`src/gda_pkg.sv`:
```
// shared types, constants and calendar helpers for the date arithmetic unit
// no dependencies
`timescale 1ns / 1ps
`default_nettype none
package gda_pkg;
    localparam int COUNT_BITS = 20;
    localparam int DN_BITS    = 22;
    localparam int DIFF_BITS  = 23;
    localparam logic [DN_BITS-1:0] LAST_DAYNUM = 22'd3652058;
    localparam logic [17:0] DAYS_400Y = 18'd146097;
    localparam logic [15:0] DAYS_100Y = 16'd36524;
    localparam logic [10:0] DAYS_4Y   = 11'd1461;

    localparam logic [1:0] ACT_ADD  = 2'd0;
    localparam logic [1:0] ACT_SUB  = 2'd1;
    localparam logic [1:0] ACT_DIFF = 2'd2;
    // unused action code, always flagged as an error
    localparam logic [1:0] ACT_NONE = 2'd3;

    // cumulative days before month, non-leap
    function automatic logic [8:0] f_cum(input logic [3:0] m);
        logic [8:0] r;
        unique case (m)
            4'd1: r = 9'd0;    4'd2: r = 9'd31;   4'd3: r = 9'd59;
            4'd4: r = 9'd90;   4'd5: r = 9'd120;  4'd6: r = 9'd151;
            4'd7: r = 9'd181;  4'd8: r = 9'd212;  4'd9: r = 9'd243;
            4'd10: r = 9'd273; 4'd11: r = 9'd304; 4'd12: r = 9'd334;
            default: r = 9'd0;
        endcase
        return r;
    endfunction

    function automatic logic [4:0] f_mlen(input logic [3:0] m, input logic leap);
        logic [4:0] r;
        unique case (m)
            4'd1, 4'd3, 4'd5, 4'd7, 4'd8, 4'd10, 4'd12: r = 5'd31;
            4'd4, 4'd6, 4'd9, 4'd11: r = 5'd30;
            4'd2: r = leap ? 5'd29 : 5'd28;
            default: r = 5'd0;
        endcase
        return r;
    endfunction

    // quotient by 100 through a reciprocal multiply, exact for any 14-bit value
    function automatic logic [7:0] f_div100(input logic [13:0] v);
        logic [27:0] prod;
        prod = 28'(v) * 28'd5243;
        return 8'(prod >> 19);
    endfunction

    // leap from the quotient by 100: divisible by 400 when the century
    // count is a multiple of four and nothing is left over
    function automatic logic f_leap(input logic [13:0] y);
        logic [7:0]  q100;
        logic [13:0] back;
        q100 = f_div100(y);
        back = 14'(q100) * 14'd100;
        return (y[1:0] == 2'd0) && ((back != y) || (q100[1:0] == 2'd0));
    endfunction

    typedef struct packed {
        logic        vld;
        logic [1:0]  act;
        logic        err;
        logic [DN_BITS-1:0] na;
        logic [DN_BITS-1:0] nb;
        logic [COUNT_BITS-1:0] cnt;
    } t_dn;

    typedef struct packed {
        logic [13:0] y;
        logic [3:0]  m;
        logic [4:0]  d;
        logic [DIFF_BITS-1:0] diff;
        logic        gt;
        logic        eq;
        logic        err;
    } t_res;
endpackage
`default_nettype wire

```
`src/gregorian_date_arithmetic.sv`:
```
// top level of the gregorian date arithmetic unit
// depends on gda_pkg, gda_to_dn, gda_from_dn
//
// usage: one input word (action, date a, day count, date b) gives exactly
// one output word. add and subtract move date a by the count; difference
// gives days from b to a with greater and equal flags. an invalid date a,
// an invalid date b for difference, action 3 and results outside years
// 1..9999 raise range_error with all other fields zero.
// pipeline of five register stages: one for date to day number, one for
// the add, subtract or compare, three for day number back to a date.
// one word may enter every cycle while o_stall is low.
// a stall from the receiver freezes the whole pipeline, so o_stall
// follows i_stall exactly while the output holds a word; no word is lost
// or repeated. reset clears the stage valid bits only.
`timescale 1ns / 1ps
`default_nettype none
module gregorian_date_arithmetic
    import gda_pkg::*;
(
    input  wire logic        i_clk,
    input  wire logic        i_rst_n,
    input  wire logic        i_valid,
    output logic             o_stall,
    input  wire logic [1:0]  i_action,
    input  wire logic [13:0] i_year_a,
    input  wire logic [3:0]  i_month_a,
    input  wire logic [4:0]  i_day_a,
    input  wire logic [19:0] i_day_count,
    input  wire logic [13:0] i_year_b,
    input  wire logic [3:0]  i_month_b,
    input  wire logic [4:0]  i_day_b,
    output logic             o_valid,
    input  wire logic        i_stall,
    output logic [13:0]      o_res_year,
    output logic [3:0]       o_res_month,
    output logic [4:0]       o_res_day,
    output logic signed [22:0] o_day_difference,
    output logic             o_a_greater,
    output logic             o_dates_equal,
    output logic             o_range_error
);
    localparam int NS = 5;
    logic          en;
    logic [NS-1:0] r_vld;
    logic [1:0]    r_act;
    logic [COUNT_BITS-1:0] r_cnt;
    logic          ok_a, ok_b;
    logic [DN_BITS-1:0] dn_a, dn_b;
    t_res          r_s3, n_s3;
    t_res          r_s4, r_s5, r_s6;
    logic [DN_BITS-1:0] r_nr, n_nr;
    logic          r_nrv, n_nrv;
    logic [DN_BITS:0] sum;
    logic [13:0]   fy;
    logic [3:0]    fm;
    logic [4:0]    fd;
    logic          r_dv [3];

    assign en      = !(r_vld[NS-1] && i_stall);
    assign o_stall = !en;

    always_ff @(posedge i_clk) begin
        if (!i_rst_n) begin
            r_vld <= '0;
        end else if (en) begin
            r_vld <= {r_vld[NS-2:0], i_valid};
        end
    end

    gda_to_dn u_a (.i_clk(i_clk), .i_en(en), .i_year(i_year_a), .i_month(i_month_a),
                   .i_day(i_day_a), .o_ok(ok_a), .o_dn(dn_a));
    gda_to_dn u_b (.i_clk(i_clk), .i_en(en), .i_year(i_year_b), .i_month(i_month_b),
                   .i_day(i_day_b), .o_ok(ok_b), .o_dn(dn_b));

    // dn outputs are valid after one stage; act and count delayed to match
    always_comb begin
        n_s3  = '0;
        n_nr  = '0;
        n_nrv = 1'b0;
        sum   = '0;
        if (r_act == ACT_DIFF) begin
            if (!ok_a || !ok_b) begin
                n_s3.err = 1'b1;
            end else begin
                n_s3.diff = DIFF_BITS'(dn_a) - DIFF_BITS'(dn_b);
                n_s3.gt   = dn_a > dn_b;
                n_s3.eq   = dn_a == dn_b;
            end
        end else if (r_act == ACT_ADD || r_act == ACT_SUB) begin
            if (!ok_a) begin
                n_s3.err = 1'b1;
            end else if (r_act == ACT_ADD) begin
                sum = (DN_BITS+1)'(dn_a) + (DN_BITS+1)'(r_cnt);
                if (sum > (DN_BITS+1)'(LAST_DAYNUM)) n_s3.err = 1'b1;
                else begin n_nr = DN_BITS'(sum); n_nrv = 1'b1; end
            end else begin
                if (DN_BITS'(r_cnt) > dn_a) n_s3.err = 1'b1;
                else begin n_nr = dn_a - DN_BITS'(r_cnt); n_nrv = 1'b1; end
            end
        end else begin
            n_s3.err = 1'b1;
        end
    end

    always_ff @(posedge i_clk) begin
        if (en) begin
            r_act    <= i_action;
            r_cnt    <= i_day_count[COUNT_BITS-1:0];
            r_s3     <= n_s3;
            r_nr     <= n_nr;
            r_nrv    <= n_nrv;
            r_s4     <= r_s3;
            r_s5     <= r_s4;
            r_s6     <= r_s5;
            r_dv[0]  <= r_nrv;
            r_dv[1]  <= r_dv[0];
            r_dv[2]  <= r_dv[1];
        end
    end

    // from_dn has three register stages; side data goes through three registers to match
    gda_from_dn u_fd (.i_clk(i_clk), .i_en(en), .i_dn(r_nr),
                      .o_year(fy), .o_month(fm), .o_day(fd));

    assign o_valid          = r_vld[NS-1];
    assign o_res_year       = r_dv[2] ? fy : 14'd0;
    assign o_res_month      = r_dv[2] ? fm : 4'd0;
    assign o_res_day        = r_dv[2] ? fd : 5'd0;
    assign o_day_difference = r_s6.diff;
    assign o_a_greater      = r_s6.gt;
    assign o_dates_equal    = r_s6.eq;
    assign o_range_error    = r_s6.err;
endmodule
`default_nettype wire

```
`src/gda_to_dn.sv`:
```
// date to day number conversion in one register stage, with validity check
// depends on gda_pkg
`timescale 1ns / 1ps
`default_nettype none
module gda_to_dn
    import gda_pkg::*;
(
    input  wire logic        i_clk,
    input  wire logic        i_en,
    input  wire logic [13:0] i_year,
    input  wire logic [3:0]  i_month,
    input  wire logic [4:0]  i_day,
    output logic             o_ok,
    output logic [DN_BITS-1:0] o_dn
);
    logic [DN_BITS-1:0] r_base, n_base;
    logic [8:0]  r_doy, n_doy;
    logic        r_ok, n_ok;
    logic [13:0] p;
    logic [7:0]  q100;
    logic        leap;

    always_comb begin
        p      = i_year - 14'd1;
        q100   = f_div100(p);
        leap   = f_leap(i_year);
        n_base = DN_BITS'(p * 22'd365) + DN_BITS'(p >> 2)
               - DN_BITS'(q100) + DN_BITS'(q100 >> 2);
        n_doy  = f_cum(i_month) + 9'((leap && i_month > 4'd2) ? 1 : 0)
               + 9'(i_day) - 9'd1;
        n_ok   = (i_year >= 14'd1) && (i_year <= 14'd9999)
               && (i_month >= 4'd1) && (i_month <= 4'd12)
               && (i_day >= 5'd1) && (i_day <= f_mlen(i_month, leap));
    end

    always_ff @(posedge i_clk) begin
        if (i_en) begin
            r_base <= n_base;
            r_doy  <= n_doy;
            r_ok   <= n_ok;
        end
    end

    assign o_ok = r_ok;
    assign o_dn = r_base + DN_BITS'(r_doy);
endmodule
`default_nettype wire

```
`src/gda_from_dn.sv`:
```
// three-stage day number to date conversion
// depends on gda_pkg
`timescale 1ns / 1ps
`default_nettype none
module gda_from_dn
    import gda_pkg::*;
(
    input  wire logic        i_clk,
    input  wire logic        i_en,
    input  wire logic [DN_BITS-1:0] i_dn,
    output logic [13:0]      o_year,
    output logic [3:0]       o_month,
    output logic [4:0]       o_day
);
    // stage 1: 400 and 100 year cycles
    logic [4:0]  r_q400, n_q400;
    logic [1:0]  r_q100, n_q100;
    logic [15:0] r_r1, n_r1;
    // stage 2: 4 year and single years
    logic [13:0] r_y, n_y;
    logic [8:0]  r_doy, n_doy;
    logic [4:0]  q400e;
    logic [18:0] remw;
    logic [17:0] rem;
    logic [4:0]  q4e;
    logic [11:0] r4w;
    logic [4:0]  q4;
    logic [10:0] r4;
    logic [1:0]  q1;
    logic [3:0]  mo;
    logic [8:0]  cm;
    logic        leap;

    always_comb begin
        // reciprocal estimate is the quotient or one below, fixed by one compare
        q400e  = 5'((27'(i_dn) * 27'd28) >> 22);
        remw   = 19'(i_dn - DN_BITS'(q400e) * DN_BITS'(DAYS_400Y));
        n_q400 = (remw >= 19'(DAYS_400Y)) ? q400e + 5'd1 : q400e;
        rem    = (remw >= 19'(DAYS_400Y)) ? 18'(remw - 19'(DAYS_400Y)) : 18'(remw);
        n_q100 = (rem >= 18'(3 * 36524)) ? 2'd3 : (rem >= 18'(2 * 36524)) ? 2'd2
               : (rem >= 18'(36524)) ? 2'd1 : 2'd0;
        n_r1   = 16'(rem - 18'(n_q100) * 18'(DAYS_100Y));

        q4e    = 5'((21'(r_r1) * 21'd44) >> 16);
        r4w    = 12'(r_r1 - 16'(q4e) * 16'(DAYS_4Y));
        q4     = (r4w >= 12'(DAYS_4Y)) ? q4e + 5'd1 : q4e;
        r4     = (r4w >= 12'(DAYS_4Y)) ? 11'(r4w - 12'(DAYS_4Y)) : 11'(r4w);
        q1     = (r4 >= 11'd1095) ? 2'd3 : (r4 >= 11'd730) ? 2'd2
               : (r4 >= 11'd365) ? 2'd1 : 2'd0;
        n_doy  = 9'(r4 - 11'(q1) * 11'd365);
        n_y    = 14'(r_q400) * 14'd400 + 14'(r_q100) * 14'd100
               + 14'(q4) * 14'd4 + 14'(q1) + 14'd1;

        leap   = f_leap(r_y);
        mo     = 4'd1;
        for (int k = 2; k <= 12; k++) begin
            if (r_doy >= f_cum(4'(k)) + 9'((leap && k > 2) ? 1 : 0)) mo = 4'(k);
        end
        cm     = f_cum(mo) + 9'((leap && mo > 4'd2) ? 1 : 0);
    end

    always_ff @(posedge i_clk) begin
        if (i_en) begin
            r_q400 <= n_q400;
            r_q100 <= n_q100;
            r_r1   <= n_r1;
            r_y    <= n_y;
            r_doy  <= n_doy;
            o_year <= r_y;
            o_month <= mo;
            o_day  <= 5'(r_doy - cm + 9'd1);
        end
    end
endmodule
`default_nettype wire

```
`config.mk`:
```
export PLATFORM = sky130hd
export DESIGN_NAME = gregorian_date_arithmetic
export DESIGN_NICKNAME = d
export VERILOG_FILES = /design/src/gda_pkg.sv /design/src/gregorian_date_arithmetic.sv /design/src/gda_to_dn.sv /design/src/gda_from_dn.sv
export SDC_FILE = /design/constraint.sdc
export NUM_CORES = 2
export LEC_CHECK = 0
export ABC_AREA = 1
export BUFFER_PORTS_ARGS = -buffer_cell sky130_fd_sc_hd__buf_4
export CORE_MARGIN = 2
export CORE_UTILIZATION = 60
export CTS_BUF_LIST = sky130_fd_sc_hd__clkbuf_8
export DETAILED_ROUTE_END_ITERATION = 6
export HOLD_SLACK_MARGIN = 0.05
export PLACE_DENSITY = 0.85
export SLEW_MARGIN = 20
export SYNTH_ARGS = -nofsm -noshare
export SYNTH_HDL_FRONTEND = slang
export SYNTH_SLANG_ARGS = --single-unit
```
`constraint.sdc`:
```
create_clock -name i_clk -period 15.4 [get_ports i_clk]
set_input_delay 3.08 -clock i_clk [delete_from_list [all_inputs] [get_ports i_clk]]
set_output_delay 3.08 -clock i_clk [all_outputs]
set_load 0.05 [all_outputs]
```
==> results by group <==
Routing
  • Vias after detailed routing: 37.0k
  • Post-route ant nets: 0
  • Final wirelength: 113000 microns
  • TritonRoute pass-1 iters: 6
  • Wire per inst: 16.4 microns
  • 1st-iter DRT viols: between 2k and 2.5k
  • Via-to-Cell Ratio: between 5 and 6
  • Drt drc: 0

Global routing
  • Initial antenna violation count: 8
  • Largest net degree at the start of global routing: 81
  • First-pass GRT wire length: 189000 microns
  • Total GRT Usage: a little over a quarter
  • Vias in the first global route: about 39k
  • Grt ovf: 0

Status
  • Run status: completed

Synth
  • Flops & latches, synth: 290
  • Avg Inst Size Synth: 9.11 sq um
  • Async SR Flop Fraction: 0%
  • Synth Area in Simple Gates: 10.3%
  • YS warnings: 0
  • Synth area leader: ha_1
  • Adder-cell share of the synthesized area: 48.8%
  • Compound-Gate Fraction of Synth Area: between 7 and 8%
  • Post-synth EDFFs: 285
  • Main combinational cell family by area after synthesis: adder cells
  • Share of the synthesized area in the top cell type: 26.6%
  • Syn nets: 7270
  • Xor/xnor share of the synthesized area: 5.69%
  • Seq/Total Area, Yosys: 17.1%
  • Netlist cell types: 65
  • Cell Area, Synth: 50700 sq um
  • Post-synthesis mux area share: 0%
  • Post-Synthesis Cells: 5559
  • Most used flip-flop cell after synthesis: edfxtp_1
  • Ranking of synthesized cells by area: ha_1 (27%), fa_1 (22%), edfxtp_1 (17%), inv_1 (11%), nand2_1 (4.6%)

Worst setup path
  • CP max stage delay: 0.55 ns
  • Crit end category: flop
  • Startpoint types: primary input
  • CP Data Required Time: 15.77 ns
  • Setup CP Type: in -> reg
  • Slowest cell on the critical path: fa_1
  • CP Max Fanout: 12
  • Top cell by count, worst path: inv_1
  • Worst EP arrival: 14.79 ns

Finish
  • Commonest non-fill, non-tap cell in the layout: inv_1
  • Share of layout cells above drive strength 1: between 5 and 6%
  • Filler instances: 6593
  • Final #Nets: 7446
  • Synth-to-Final Area Change: 6.61%
  • Most frequent cells in the layout: inv_1 (1436), ha_1 (1074), nand2_1 (625), fa_1 (564), a21oi_1 (340)

Place
  • Port bufs: 122
  • GPL Wtd Cong: 0.998
  • Final HPWL from detailed placement: about 98000 microns

STA
  • RSZ-0062 raised after global routing: no
  • Highest clock rate: just under 0.07 GHz
  • Tmin final: 14.42 ns
  • Pins Over Slew Limit: 0
  • Worst slew pin tran: slightly above 1 ns
  • Hold Fails Final Rpt: 0
  • Fin crit share: 93.6%
  • Finish-stage setup viols: 0
  • Worst slew margin: 32.5%
  • Setup TNS: 0 ns
  • Setup Skew: 0.0460 ns

Clock network
  • Longest Clk Path Bufs: 3
  • Post-CTS Setup Inserts: 0
  • Number of H-tree levels: 2
  • Clock Pin Slew Worst Setup and Hold Paths: 0.07 ns
  • Clock sink count: 290
  • TritonCTS Buffers: 49
  • Clk_lat worst skew: 0.65 ns
  • Root Buffer Master: clkbuf_8
  • TritonCTS clock tree: done

Min path
  • Worst hold path class: reg -> reg

Job
  • Max-Cap Viols: 0

Die
  • Starting Density: 60.5%
  • I/O pin cnt: 123
  • Die Y: 295 microns
  • Die area: slightly below 90000 sq um
  • CORE AREA: 83700 sq um
  • Die Wd: 295 microns
  • Site Rows: 106
## sequential cells by signal, summed over array words and instances, names as in the netlist, 2 cells and up
| name | cells |
|---|---|
| u_b.r_base | 22 |
| r_act | 2 |
| u_fd.r_y | 14 |
| u_fd.o_year | 14 |
| u_a.r_base | 22 |
| u_fd.r_r1 | 16 |
| r_s4 | 26 |
| u_b.r_doy | 9 |
| r_cnt | 20 |
| r_nr | 22 |
| r_s5 | 26 |
| u_a.r_doy | 9 |
| r_s3 | 26 |
| o_day_difference | 23 |
| u_fd.r_q400 | 5 |
| r_dv | 3 |
| u_fd.o_day | 5 |
| u_fd.r_doy | 9 |
| u_fd.o_month | 4 |
| r_vld | 5 |
| u_fd.r_q100 | 2 |
## critical path: cells and delay by family
family	cells	cell delay, ns
AO/OA/AOI/OAI	18	3.22
buffers and inverters	13	1.49
XOR/XNOR	3	0.45
adder cells (fa/ha/maj)	12	5.40
AND/OR/NAND/NOR	11	1.13
## synth_stat cells, types with 4 or more instances
| cell type | n |
|---|---|
| nor4_1 | 9 |
| nor2_1 | 220 |
| o22ai_1 | 5 |
| xor2_1 | 233 |
| nand2_2 | 19 |
| xnor2_1 | 93 |
| a21oi_1 | 340 |
| inv_1 | 1424 |
| nand3_2 | 7 |
| a21o_1 | 22 |
| nand4_1 | 51 |
| o2111ai_1 | 7 |
| buf_2 | 5 |
| nand3b_1 | 10 |
| edfxtp_1 | 285 |
| o21ai_0 | 145 |
| o21bai_1 | 31 |
| nor3_1 | 32 |
| fa_1 | 564 |
| dfxtp_1 | 5 |
| ha_1 | 1075 |
| inv_2 | 12 |
| o221ai_1 | 5 |
| o31ai_1 | 10 |
| a211oi_1 | 8 |
| o211ai_1 | 10 |
| o21ai_1 | 12 |
| a31oi_1 | 15 |
| nand3_1 | 179 |
| nor3b_1 | 4 |
| nor2_2 | 7 |
| or2_2 | 14 |
| o21a_1 | 6 |
| a21boi_0 | 7 |
| nand2_1 | 626 |
| clkbuf_1 | 17 |
## area by class of cell
| cell class | count | area, sq um | area share, % |
|---|---|---|---|
| clock inverter | 39 | 225 | 0.417 |
| tap | 1134 | 1420 | 2.63 |
| clock buffer | 50 | 688 | 1.27 |
| timing repair buffer | 151 | 1130 | 2.10 |
| inverter | 1437 | 5390 | 9.99 |
| multi-input combinational | 3806 | 36500 | 67.5 |
| sequential | 290 | 8660 | 16.0 |
| antenna | 3 | 7.51 | 0.0139 |
## repair_timing
action	4_1_cts	5_1_grt
hold buffers	0	0
setup endpoints to repair	0	2
gates resized for setup	0	2
endpoints found under the hold margin	0	0
## path summary, 6_finish.rpt
path                                    from                  end  slack, ns  cells past startpoint
worst max-delay path             i_year_a[0]       u_a.r_base[20]       0.98                     57
worst min-delay path                r_s5[10]  o_day_difference[7]       0.41                      0
worst min register to register      r_s5[10]  o_day_difference[7]       0.41                      0
worst max register to register  u_fd.r_y[11]        u_fd.o_day[4]       1.77                     60
## through the flow
stage | instances | area [sq um] | setup WS, ns | util, % | hold WS (ns)
6_report | 6910 | 54000 | 0.978 | 64.5 | 0.412
5_1_grt | 6908 | 54000 | 0.0655 | 64.5 | 0.412
4_1_cts | 6907 | 54000 | 0.967 | 64.5 | 0.397
3_5_place_dp | 6818 | 53100 | 0.318 | 63.4 | 0.405
3_3_place_gp | 6818 | 53100 | 0.601 | 63.4 | 0.401
2_1_floorplan | 5559 | 50700 | 0.756 | - | 0.400
## kinds of logic after synthesis
| logic type | Yosys count |
|---|---|
| adder cells (fa/ha/maj) | 1639 |
| XOR/XNOR | 327 |
| flip-flops | 290 |
| AO/OA/AOI/OAI | 644 |
| buffers and inverters | 1463 |
| AND/OR/NAND/NOR | 1196 |
## routing by layer
layer / vias to the layer above / global-route usage, % / wire [microns]
met4: 8 / 10.3 / 4440
met3: 264 / 3.37 / 5680
met2: 896 / 49.2 / 57600
met1: 17811 / 32.5 / 45600
li1: 18045 / - / -
met5: - / 0 / 38
Power is left out: the tool's default activity adds up to more than one toggle a clock period on the data nets, which glitch-free logic cannot reach.
